## config.mk

```make
export PLATFORM = sky130hd
export DESIGN_NAME = cmc_pick
export DESIGN_NICKNAME = d
export VERILOG_FILES = /design/src/rtl/core/cmc_pkg.sv /design/src/rtl/core/cmc_pick.sv
export SDC_FILE = /design/constraint.sdc
export NUM_CORES = 1
export LEC_CHECK = 0
export BUFFER_PORTS_ARGS = -buffer_cell sky130_fd_sc_hd__buf_2
export CORE_UTILIZATION = 42
export CTS_CLUSTER_SIZE = 8
export DETAILED_ROUTE_END_ITERATION = 8
export PLACE_DENSITY = 0.83
export SYNTH_ARGS = -nofsm -noshare
export SYNTH_HDL_FRONTEND = slang
export SYNTH_SLANG_ARGS = --single-unit
```

## constraint.sdc

```tcl
create_clock -name clk -period 2.45 [get_ports clk]
set_clock_uncertainty 0.1 [all_clocks]
set_input_delay 0.1225 -clock clk [delete_from_list [all_inputs] [get_ports clk]]
set_output_delay 0.1225 -clock clk [all_outputs]
set_load 0.01 [all_outputs]
```

## src/rtl/core/cmc_pkg.sv

```systemverilog
// Shared types, widths and constants of the coverage multiplicity classifier.
package cmc_pkg;

  // Field and register widths
  localparam int RATE_W   = 32;
  localparam int LEN_W    = 24;
  localparam int CNT_W    = 24;
  localparam int MULT_W   = 4;
  localparam int CFG_IDX_W = 2;
  localparam int CFG_W    = 32;

  // Arithmetic widths
  localparam int A_W  = RATE_W + LEN_W;     // rate times length
  localparam int AL_W = 32;                 // low part of a
  localparam int AH_W = A_W - AL_W;         // high part of a
  localparam int R_W  = 2 * CNT_W;          // count squared
  localparam int P_W  = 2 * A_W;            // a squared
  localparam int Q_W  = CNT_W + A_W;        // count times a
  localparam int SQ_W = 124;                // working width of squared scores
  localparam int FRAC_W = 24;               // rate fraction bits

  // Score thresholds: first keep |z| < 7/2, final accept |z| < 3
  localparam int KEEP_NUM  = 49;
  localparam int KEEP_DEN  = 4;
  localparam int FINAL_NUM = 9;

  localparam int MAX_MULT_DEF = 10;

  // Register indexes
  localparam logic [CFG_IDX_W-1:0] CFG_AVG_RATE = 2'd0;
  localparam logic [CFG_IDX_W-1:0] CFG_MIN_LEN  = 2'd1;

  typedef enum logic [2:0] {
    ST_FIT     = 3'd0,
    ST_SHORT   = 3'd1,
    ST_NOFIT   = 3'd2,
    ST_AMBIG   = 3'd3,
    ST_INVALID = 3'd4
  } status_t;

endpackage

```

## src/rtl/core/cmc_pick.sv

```systemverilog
// Picks the first kept candidate and registers the result transaction.
module cmc_pick
  import cmc_pkg::*;
#(
  parameter int MAX_MULT = MAX_MULT_DEF
) (
  input  logic                clk,
  input  logic                rst_n,
  input  logic                in_valid,
  output logic                in_ready,
  input  status_t             in_pre,
  input  logic [MAX_MULT-1:0] in_keep,
  input  logic [MAX_MULT-1:0] in_final,
  input  logic [MAX_MULT-1:0] in_amb,
  output logic                out_valid,
  input  logic                out_ready,
  output logic [MULT_W-1:0]   out_mult,
  output status_t             out_status
);

  localparam int IDX_W = $clog2(MAX_MULT + 1);

  logic              v_r;
  logic [MULT_W-1:0] mult_r, mult_nxt;
  status_t           st_r, st_nxt;
  logic [IDX_W-1:0]  sel;
  logic              found, amb_sel, fin_sel;

  assign in_ready = !v_r || out_ready;

  // First lane whose score beats the starting bound
  always_comb begin
    sel     = '0;
    found   = 1'b0;
    amb_sel = 1'b0;
    fin_sel = 1'b0;
    for (int k = MAX_MULT - 1; k >= 0; k--) begin
      if (in_keep[k]) begin
        sel     = IDX_W'(k + 1);
        found   = 1'b1;
        amb_sel = in_amb[k];
        fin_sel = in_final[k];
      end
    end
  end

  // Result code; copy numbers above 15 wrap to the field width
  always_comb begin
    mult_nxt = '0;
    if (in_pre != ST_FIT) begin
      st_nxt = in_pre;
    end else if (!found) begin
      st_nxt = ST_NOFIT;
    end else if (amb_sel) begin
      st_nxt = ST_AMBIG;
    end else if (fin_sel) begin
      st_nxt   = ST_FIT;
      mult_nxt = MULT_W'(sel);
    end else begin
      st_nxt = ST_NOFIT;
    end
  end

  always_ff @(posedge clk) begin
    if (!rst_n) begin
      v_r <= 1'b0;
    end else if (in_ready) begin
      v_r <= in_valid;
    end
  end

  always_ff @(posedge clk) begin
    if (in_ready) begin
      mult_r <= mult_nxt;
      st_r   <= st_nxt;
    end
  end

  assign out_valid  = v_r;
  assign out_mult   = mult_r;
  assign out_status = st_r;

endmodule

```

==> results of run 1 <==
==> metrics by stage <==
stage / instances / worst slack (ps)
6_report: 132 / 880.2
5_1_grt: 132 / 832.9
4_1_cts: 132 / 894.9
3_5_place_dp: 127 / 731.2
3_3_place_gp: 127 / 784.1
2_1_floorplan: 69 / 965.9
==> report_power, final <==
group / internal, mW / leakage (nW) / switching [mW]
combinational: 0.0481 / 0.315 / 0.0553
sequential: 0.157 / 0.0852 / 0.00222
clock: 0.0624 / 0.0150 / 0.0464
total: 0.267 / 0.415 / 0.104
==> Yosys cell counts (all sizes together), types with 2 or more instances <==
master | number | area [µm²]
nor4 | 2 | 25.02
inv | 4 | 15.01
nor2 | 3 | 11.26
nand2b | 4 | 25.02
o21ai | 4 | 20.01
nand3b | 2 | 15.01
nand3 | 2 | 10.01
a21oi | 5 | 25.02
or3 | 2 | 12.51
o21bai | 2 | 15.01
edfxtp | 7 | 210.2
or2 | 2 | 12.51
nor2b | 3 | 18.77
nor3 | 2 | 10.01
a211oi | 4 | 35.03
nand2 | 5 | 18.77
==> repair_timing <==
| action | in CTS | in global routing |
|---|---|---|
| hold buffers | 1 | 0 |
| setup endpoints to repair | 0 | 0 |
| hold endpoints to repair | 1 | 0 |
==> logic make-up after synthesis <==
family / Yosys count
AOI/OAI and AO/OA: 22
buffers and inverters: 6
DFF: 8
and+or+nand+nor: 32
muxes: 1
==> state kept, by name (all words and copies together) (netlist names) <==
signal / count
out_status: 3
out_valid: 1
out_mult: 4
==> routing by layer <==
| metal | up-vias | track usage | part of all wire |
|---|---|---|---|
| met5 | - | 0 | 0 |
| met1 | 326 | 0.2922 | 0.39 |
| met3 | 7 | 0.03261 | 0.060 |
| met4 | 0 | 0.1210 | 0.020 |
| li1 | 364 | - | - |
| met2 | 46 | 0.4570 | 0.53 |
==> area by class of cell <==
cell class,count,area (µm²)
tap,15,18.77
timing repair buffer,46,235.2
clock buffer,4,26.28
sequential,8,230.2
inverter,4,15.01
fill,124,449.2
multi-input combinational,55,391.6
==> path summary, 6_finish.rpt <==
path / endpoint / slack, ps / cells past startpoint
setup / recovery: out_status[0]$_DFFE_PP_ / 880 / 5
hold reg to reg: out_status[0]$_DFFE_PP_ / 690 / 1
hold / removal: out_status[1]$_DFFE_PP_ / 50 / 2
setup reg to reg: out_mult[3]$_SDFFCE_PP0P_ / 1410 / 1
==> impl_metrics.csv, run 1 <==
group,metric,value,unit
timing,finalHoldViolations,0,
setup_path,reg2reg_from,"out_valid$_SDFFE_PN0P_",
run_status,outcome,"complete, no violations",
clocking,cts-root-buf,"clkbuf_4",
timing,relSlewSlack,0.7411,
pwr,peakVddDrop,0.1965,mV
synth,ys_seq_elements,8,
global_routing,grt_use_total,0.2545,
setup_path,critPathCaptureType,"flip-flop",
detailed_routing,drt_wl_total,1828,µm
synth,synth_xor_area_frac,0,
synth,syn_area,648.1,µm²
cells_and_area,diodes,0,
placement,io_buffers,45,
synth,synth_adder_area_share,0,
detailed_routing,wl_per_cell,13.85,µm
cells_and_area,layout_commonest_cell,"buf_2",
setup_path,crit_type,"input port to flip-flop",
pwr,power_density,404.6,nW/µm²
global_routing,grt_pass1_vias,656,
floorplanning,rows,13,
timing,fmax,637.0,MHz
synth,async_reset_ff_frac,0,
timing,setup-violations-final,0,
setup_path,cpLargestDelayFamily,"buffers and inverters",
cells_and_area,utilization,0.6712,
detailed_routing,viasPerCell,5.629,
synth,syn_area_per_cell,9.393,µm²
synth,yosys_most_used_dff,"edfxtp_1",
timing,fin_crit,1570,ps
detailed_routing,vias,743,
clocking,tritoncts,"done",
run,drv_cap,0,
synth,yosys.area_share.simple,0.3398,
worst_hold_path,hp-class,"input port to flip-flop",
global_routing,antenna_found_initial,0,
detailed_routing,drc,0,
setup_path,worstPathRequired,2480,ps
pwr,power.total,0.3711,mW
cells_and_area,final_cell_area,917.1,µm²
cells_and_area,fin_nets,155,
timing,hold_ws,49.98,ps
floorplanning,dieArea,1704,µm²
clocking,clock_path_buffers,2,
synth,synthDistinctLibCells,34,
placement,placed_area,880.8,µm²
timing,final_max_slew_viol_count,0,
global_routing,grt_max_degree,10,
synth,yosys_warnings,0,
floorplanning,core-area,1366,µm²
cells_and_area,final_cell_mix,"buf_2, edfxtp_1, nand2_1, a21oi_1",
worst_hold_path,hold_path.startpoint,"in_pre[1]",
setup_path,crit_slowest_cell,"dlygate4sd3_1",
clocking,clk_pin_slew,60,ps
synth,synth_edf_count,7,
clocking,post-cts-setup-buffer-count,0,
clocking,cts_made_buffers,3,
timing,fin_crit_sh,0.6407,
synth,synth-seq-area-share,0.3552,
clocking,clock_sinks,8,
synth,synth_top_family_by_area,"simple AND/OR/NAND/NOR gates",
setup_path,cpPeakStageDelay,530,ps
placement,gp_congestion,0.8169,
floorplanning,dieWidth,41.28,µm
floorplanning,initial_core_util,0.4744,
placement,dp_hpwl,1454,µm
timing,worst_slew_pin_slew,388.4,ps
cells_and_area,drive_gt1_frac,0.4701,
clocking,insertion_delay,250,ps
setup_path,path_max_fanout,5,
timing,grt_setup_unrepaired,"no",
timing,finalSetupTns,0,ps
cells_and_area,syn_to_final_growth,41.51,%
pwr,leakage,0.4148,nW
clocking,cts.repair.resized,0,
floorplanning,die_h,41.28,µm
synth,synth_fp_nets,106,
setup_path,critical_path_buf_inv_count,2,
setup_path,arrival,1600,ps
floorplanning,pin_count,46,
setup_path,startpoint,"in_pre[2]",
global_routing,grt_pass1_wl,2766,µm
synth,synth_mux_area_frac,0.01544,
detailed_routing,drt_iter0_drc,11,
setup_path,path_cells,"dlygate4sd3_1 -> buf_2 -> or3_1 -> a221oi_1 -> or2_1",
detailed_routing,ant_nets,0,
global_routing,grt.overflow.total,0,
synth,synthCells,69,
detailed_routing,drtPass1Iterations,4,
setup_path,crit_path_start_kind,"input port",
synth,synth_compound_area_frac,0.2490,
clocking,cts_max_level,1,
Note: power is estimated with default switching activity, not from simulation.
==> run 2: changes to the inputs <==
--- a/config.mk
+++ b/config.mk
@@ -5,11 +5,12 @@
 export SDC_FILE = /design/constraint.sdc
 export NUM_CORES = 1
 export LEC_CHECK = 0
+export ABC_AREA = 1
 export BUFFER_PORTS_ARGS = -buffer_cell sky130_fd_sc_hd__buf_2
-export CORE_UTILIZATION = 42
+export CORE_UTILIZATION = 35
 export CTS_CLUSTER_SIZE = 8
 export DETAILED_ROUTE_END_ITERATION = 8
-export PLACE_DENSITY = 0.83
+export PLACE_DENSITY = 0.75
 export SYNTH_ARGS = -nofsm -noshare
 export SYNTH_HDL_FRONTEND = slang
 export SYNTH_SLANG_ARGS = --single-unit
==> constraint.sdc (replaced) <==
create_clock -name clk -period 1.4 [get_ports clk]
set_clock_uncertainty 0.1 [all_clocks]
set_input_delay 0.07 -clock clk [delete_from_list [all_inputs] [get_ports clk]]
set_output_delay 0.07 -clock clk [all_outputs]
set_load 0.01 [all_outputs]
==> run 2 against run 1 <==
Against the previous run: largest cell class unchanged; the run now ends with DRC left; clock-buffer cell count is the same; critical path type unchanged; wire length down 18%; critical path depth rose by 1; hold slack improved by 15 ps.
==> impl_metrics.csv, run 2 <==
group,metric,value,unit
synth,synth_common_cells,"nand2_1, nor2_1, inv_1",
cells_and_area,final_cell_mix,"buf_2, nand2_1, nor2_1",
timing,fin_crit_sh,0.9323,
floorplanning,core-area,1577,µm²
cells_and_area,diodes,0,
timing,finalHoldViolations,0,
synth,yosys_warnings,0,
synth,yosys_most_used_dff,"edfxtp_1",
cells_and_area,multiInputGateArea,341.6,µm²
synth,yosysMostFrequentCell,"nand2_1",
run_status,outcome,"finished, violations left",
cells_and_area,layout_commonest_cell,"buf_2",
timing,final_max_slew_viol_count,0,
floorplanning,pin_count,46,
synth,yosysTopAreaCell,"edfxtp_1",
synth,syn_area_per_cell,6.713,µm²
detailed_routing,viasPerCell,4.638,
clocking,clock_sinks,8,
setup_path,crit_path_start_kind,"input port",
clocking,cts_max_level,1,
cells_and_area,drive_gt1_frac,0.3819,
synth,synthTopCellsByArea,"edfxtp_1, nand2_1, nor2_1",
detailed_routing,ant_nets,0,
detailed_routing,vias,742,
global_routing,antenna_found_initial,0,
floorplanning,die_h,44.24,µm
setup_path,critPathCaptureType,"flip-flop",
synth,synth_edf_count,7,
synth,syn_area,624.3,µm²
setup_path,crit_type,"input port to flip-flop",
synth,synth_fp_nets,130,
clocking,cts.repair.resized,0,
clocking,ctsHoldBuffers,3,
cells_and_area,utilization,0.5849,
timing,grt_setup_unrepaired,"no",
detailed_routing,wl_per_cell,9.388,µm
clocking,insertion_delay,240,ps
synth,synthDistinctLibCells,23,
cells_and_area,syn_to_final_growth,47.70,%
clocking,clock_path_buffers,2,
detailed_routing,drt_wl_total,1502,µm
detailed_routing,drt_iter0_drc,15,
global_routing,grt_pass1_wl,2490,µm
floorplanning,dieWidth,44.24,µm
synth,synthCells,93,
pwr,peakVddDrop,0.2562,mV
placement,gp_congestion,0.8461,
cells_and_area,fill_cells,173,
clocking,post-cts-setup-buffer-count,0,
timing,hold_ws,65.24,ps
detailed_routing,drc,2,
pwr,leakage,0.5057,nW
clocking,tritoncts,"done",
timing,fmax,766.2,MHz
synth,ys_seq_elements,8,
synth,async_reset_ff_frac,0,
clocking,cts-root-buf,"clkbuf_4",
timing,setup-violations-final,0,
setup_path,path_max_fanout,3,
worst_hold_path,hp-class,"input port to flip-flop",
floorplanning,dieArea,1957,µm²
timing,fin_crit,1305,ps
detailed_routing,drtPass1Iterations,6,
global_routing,grt_pass1_vias,688,
floorplanning,rows,14,
placement,io_buffers,45,
cells_and_area,fin_nets,182,
timing,relSlewSlack,0.7793,
pwr,power_density,691.4,nW/µm²
timing,worst_slew_pin_slew,330.3,ps
setup_path,worstPathRequired,1420,ps
global_routing,grt_use_total,0.1671,
synth,synth.top_cell.area_share,0.3367,
clocking,clk_pin_slew,50,ps
cells_and_area,largest_reg_flops,4,
floorplanning,initial_core_util,0.3960,
run_status,violations,"DRC",
synth,synth-seq-area-share,0.3687,
setup_path,arrival,1330,ps
run,drv_cap,0,
timing,finalSetupTns,0,ps
clocking,cts_made_buffers,3,
cells_and_area,regArea,230.2,µm²
global_routing,grt.overflow.total,0,
global_routing,grt_max_degree,10,
placement,dp_hpwl,1238,µm
==> run 2: critical path, cell delays in order <==
cell	delay (ps)
dlygate4sd3_1	530
buf_2	140
nor3_4	150
inv_1	90
nor4_1	160
and3_1	180
==> run 2: cell families (layout without fill, tap and decap cells) <==
kind of cell / count (synthesis) / count (layout) / synth area share
buffers and inverters: 14 / 65 / 0.08417
and+or+nand+nor: 59 / 59 / 0.4209
DFF: 8 / 8 / 0.3687
AOI/OAI and AO/OA: 12 / 12 / 0.1263
==> run 2: worst paths after layout <==
path / start / end / slack, ps / depth (start not counted)
hold / removal: in_pre[1] / out_status[1]$_DFFE_PP_ / 70 / 3
setup reg to reg: out_valid$_SDFFE_PN0P_ / out_mult[2]$_SDFFCE_PP0P_ / 400 / 1
hold reg to reg: out_valid$_SDFFE_PN0P_ / out_mult[0]$_SDFFCE_PP0P_ / 660 / 1
setup / recovery: in_pre[2] / out_mult[3]$_SDFFCE_PP0P_ / 90 / 6
==> run 2: area by class of cell <==
cell class                 count  area share
multi-input combinational     71      0.3704
clock buffer                   4     0.02849
inverter                      13     0.05292
sequential                     8      0.2497
tap                           16     0.02171
timing repair buffer          48      0.2768
==> run 2: power breakdown <==
part / internal [mW] / total (mW) / switching, mW
registers: 0.274 / 0.278 / 0.00368
logic: 0.0838 / 0.179 / 0.0948
clock network: 0.109 / 0.181 / 0.0725
total: 0.467 / 0.638 / 0.171
==> run 2: through the flow <==
stage	setup slack [ps]	area, µm²	power (mW)	std cells
after floorplan	326.8	624.3	0.3672	93
after global placement	134.0	865.8	0.4501	153
after detailed placement	94.63	865.8	0.4542	153
after CTS	101.0	922.1	0.6438	160
after global routing	18.23	922.1	0.6768	160
final	94.84	922.1	0.6376	160
==> run 2: metal layers <==
| metal | vias up | global-route usage | wire length (µm) |
|---|---|---|---|
| met5 | - | 0 | 0 |
| met4 | 0 | 0.09697 | 8 |
| met3 | 2 | 0 | 63 |
| met2 | 25 | 0.3206 | 772 |
| met1 | 305 | 0.1827 | 658 |
| li1 | 410 | - | - |
==> run 3: changes to the inputs <==
--- a/config.mk
+++ b/config.mk
@@ -7,6 +7,7 @@
 export LEC_CHECK = 0
 export ABC_AREA = 1
 export BUFFER_PORTS_ARGS = -buffer_cell sky130_fd_sc_hd__buf_2
+export CORE_MARGIN = 2
 export CORE_UTILIZATION = 35
 export CTS_CLUSTER_SIZE = 8
 export DETAILED_ROUTE_END_ITERATION = 8
==> run 3 against run 2 <==
Against the previous run: the flow now finishes without violations; sequential power about the same; register-to-register slack about the same; sequential cell count unchanged; wire length up 5.3%; combinational power about the same; critical path type unchanged; critical endpoint unchanged; largest cell class unchanged; highest routed layer is now met3.
==> impl_metrics.csv, run 3 (synthesis gave the netlist of run 2 again) <==
group,metric,value,unit
timing,finalSetupTns,0,ps
floorplanning,initial_core_util,0.3656,
placement,dp.cells,162,
timing,fin_ws,86.02,ps
setup_path,cpPeakStageDelay,550,ps
cells_and_area,fin_nets,182,
timing,fin_crit,1314,ps
setup_path,crit_path_start_kind,"input port",
detailed_routing,wl_per_cell,9.355,µm
cells_and_area,regArea,230.2,µm²
timing,grt_setup_unrepaired,"no",
detailed_routing,ant_nets,0,
clocking,insertion_delay,240,ps
placement,dp_hpwl,1366,µm
setup_path,r2r_setup_slack,400,ps
cells_and_area,final_cell_mix,"buf_2, nand2_1, nor2_1",
clocking,tritoncts,"done",
global_routing,antenna_found_initial,0,
cells_and_area,utilization,0.5465,
timing,worst_slew_pin_slew,329.1,ps
floorplanning,dieArea,2138,µm²
cells_and_area,syn_to_final_growth,49.50,%
placement,gp_congestion,0.8022,
setup_path,reg2reg_from,"out_valid$_SDFFE_PN0P_",
cells_and_area,final_cell_area,933.4,µm²
setup_path,rr_worst_depth,1,
floorplanning,die_h,46.24,µm
clocking,clock_sinks,8,
pwr,leakage,0.5057,nW
timing,finalHoldViolations,0,
floorplanning,dieWidth,46.24,µm
cells_and_area,drive_gt1_frac,0.3819,
setup_path,crit_type,"input port to flip-flop",
detailed_routing,drc,0,
global_routing,grt_use_total,0.1664,
detailed_routing,drt_wl_total,1581,µm
cells_and_area,diodes,0,
timing,fmax,761.0,MHz
placement,pre_cts_slack,107.0,ps
clocking,cts_made_buffers,3,
timing,relSlewSlack,0.7801,
detailed_routing,viasPerCell,4.604,
run,drv_cap,0,
clocking,cts-root-buf,"clkbuf_4",
global_routing,grt_max_degree,10,
setup_path,path_max_fanout,3,
floorplanning,rows,15,
worst_hold_path,hold_path.startpoint,"in_pre[1]",
pwr,power_density,688.8,nW/µm²
detailed_routing,drtPass1Iterations,4,
worst_hold_path,holdPathStages,3,
setup_path,worstPathRequired,1430,ps
floorplanning,pin_count,46,
cells_and_area,layout_commonest_cell,"buf_2",
setup_path,worstReg2RegEnd,"out_status[0]$_DFFE_PP_",
placement,placed_area,877.1,µm²
detailed_routing,drt_iter0_drc,5,
global_routing,grt.overflow.total,0,
setup_path,path_cells,"dlygate4sd3_1 -> buf_2 -> nor3_4 -> inv_1 -> nor4_1 -> and3_1",
global_routing,grt_pass1_vias,688,
timing,setup-violations-final,0,
run_status,outcome,"complete, no violations",
floorplanning,core-area,1708,µm²
setup_path,arrival,1340,ps
worst_hold_path,hp-class,"input port to flip-flop",
worst_hold_path,min_to,"out_status[1]$_DFFE_PP_",
global_routing,grt_pass1_wl,2601,µm
timing,fin_crit_sh,0.9386,
cells_and_area,fin_cells,169,
cells_and_area,fill_cells,171,
placement,io_buffers,45,
setup_path,crit_slowest_cell,"dlygate4sd3_1",
setup_path,critical_path_buf_inv_count,3,
cells_and_area,multiInputGateArea,341.6,µm²
timing,final_max_slew_viol_count,0,
cells_and_area,largest_reg_flops,4,
clocking,cts_max_level,1,
setup_path,critPathCaptureType,"flip-flop",
clocking,clk_pin_slew,60,ps
clocking,post-cts-setup-buffer-count,0,
pwr,peakVddDrop,0.2229,mV
clocking,clock_path_buffers,2,
detailed_routing,vias,778,
setup_path,cpLargestDelayFamily,"buffers and inverters",
==> run 3: cell counts in the layout (fill, tap and decap cells not counted) <==
Identical to the previous run, type by type.
==> run 3: routing by layer <==
layer	global-route usage	up-vias	part of all wire	wire [µm]
met5	0	-	0	0
met4	0.06857	0	0	0
met3	0.01176	0	0.047	75
met2	0.3056	25	0.54	848
met1	0.1957	341	0.42	658
li1	-	412	-	-
==> run 3: through the flow <==
stage / hold WS [ps] / total power, mW
final: 31.25 / 0.6429
after global routing: 42.66 / 0.6899
after CTS: 26.68 / 0.6488
after detailed placement: 208.7 / 0.4549
after global placement: 200.8 / 0.4496
after floorplan: 111.4 / 0.3672
==> run 3: where the power goes <==
part | switching (mW) | internal (mW) | total (mW)
clock | 0.0779 | 0.109 | 0.187
combinational | 0.0952 | 0.0839 | 0.179
sequential | 0.00312 | 0.274 | 0.277
total | 0.176 | 0.467 | 0.643
==> run 3: timing repair <==
item                                   CTS  global route
hold buffers                             3             0
resized for setup                        0             0
endpoints found under the hold margin    2             0
==> run 3: worst max path at each step <==
stage,cells past startpoint,endpoint,slack [ps],startpoint
after floorplan,6,out_mult[3]$_SDFFCE_PP0P_,330,in_keep[1]
after global placement,11,out_status[1]$_DFFE_PP_,150,in_keep[3]
after detailed placement,7,out_mult[3]$_SDFFCE_PP0P_,110,in_keep[1]
after CTS,6,out_mult[3]$_SDFFCE_PP0P_,110,in_pre[2]
after global routing,6,out_mult[3]$_SDFFCE_PP0P_,4,in_pre[2]
final,6,out_mult[3]$_SDFFCE_PP0P_,90,in_pre[2]
==> run 3: cell type report <==
class | instances | area share
flip-flops and latches | 8 | 0.2466
clock buffers | 4 | 0.02815
repair buffers | 48 | 0.2735
inverters | 13 | 0.05228
well taps | 25 | 0.03351
multi-input cells | 71 | 0.3660
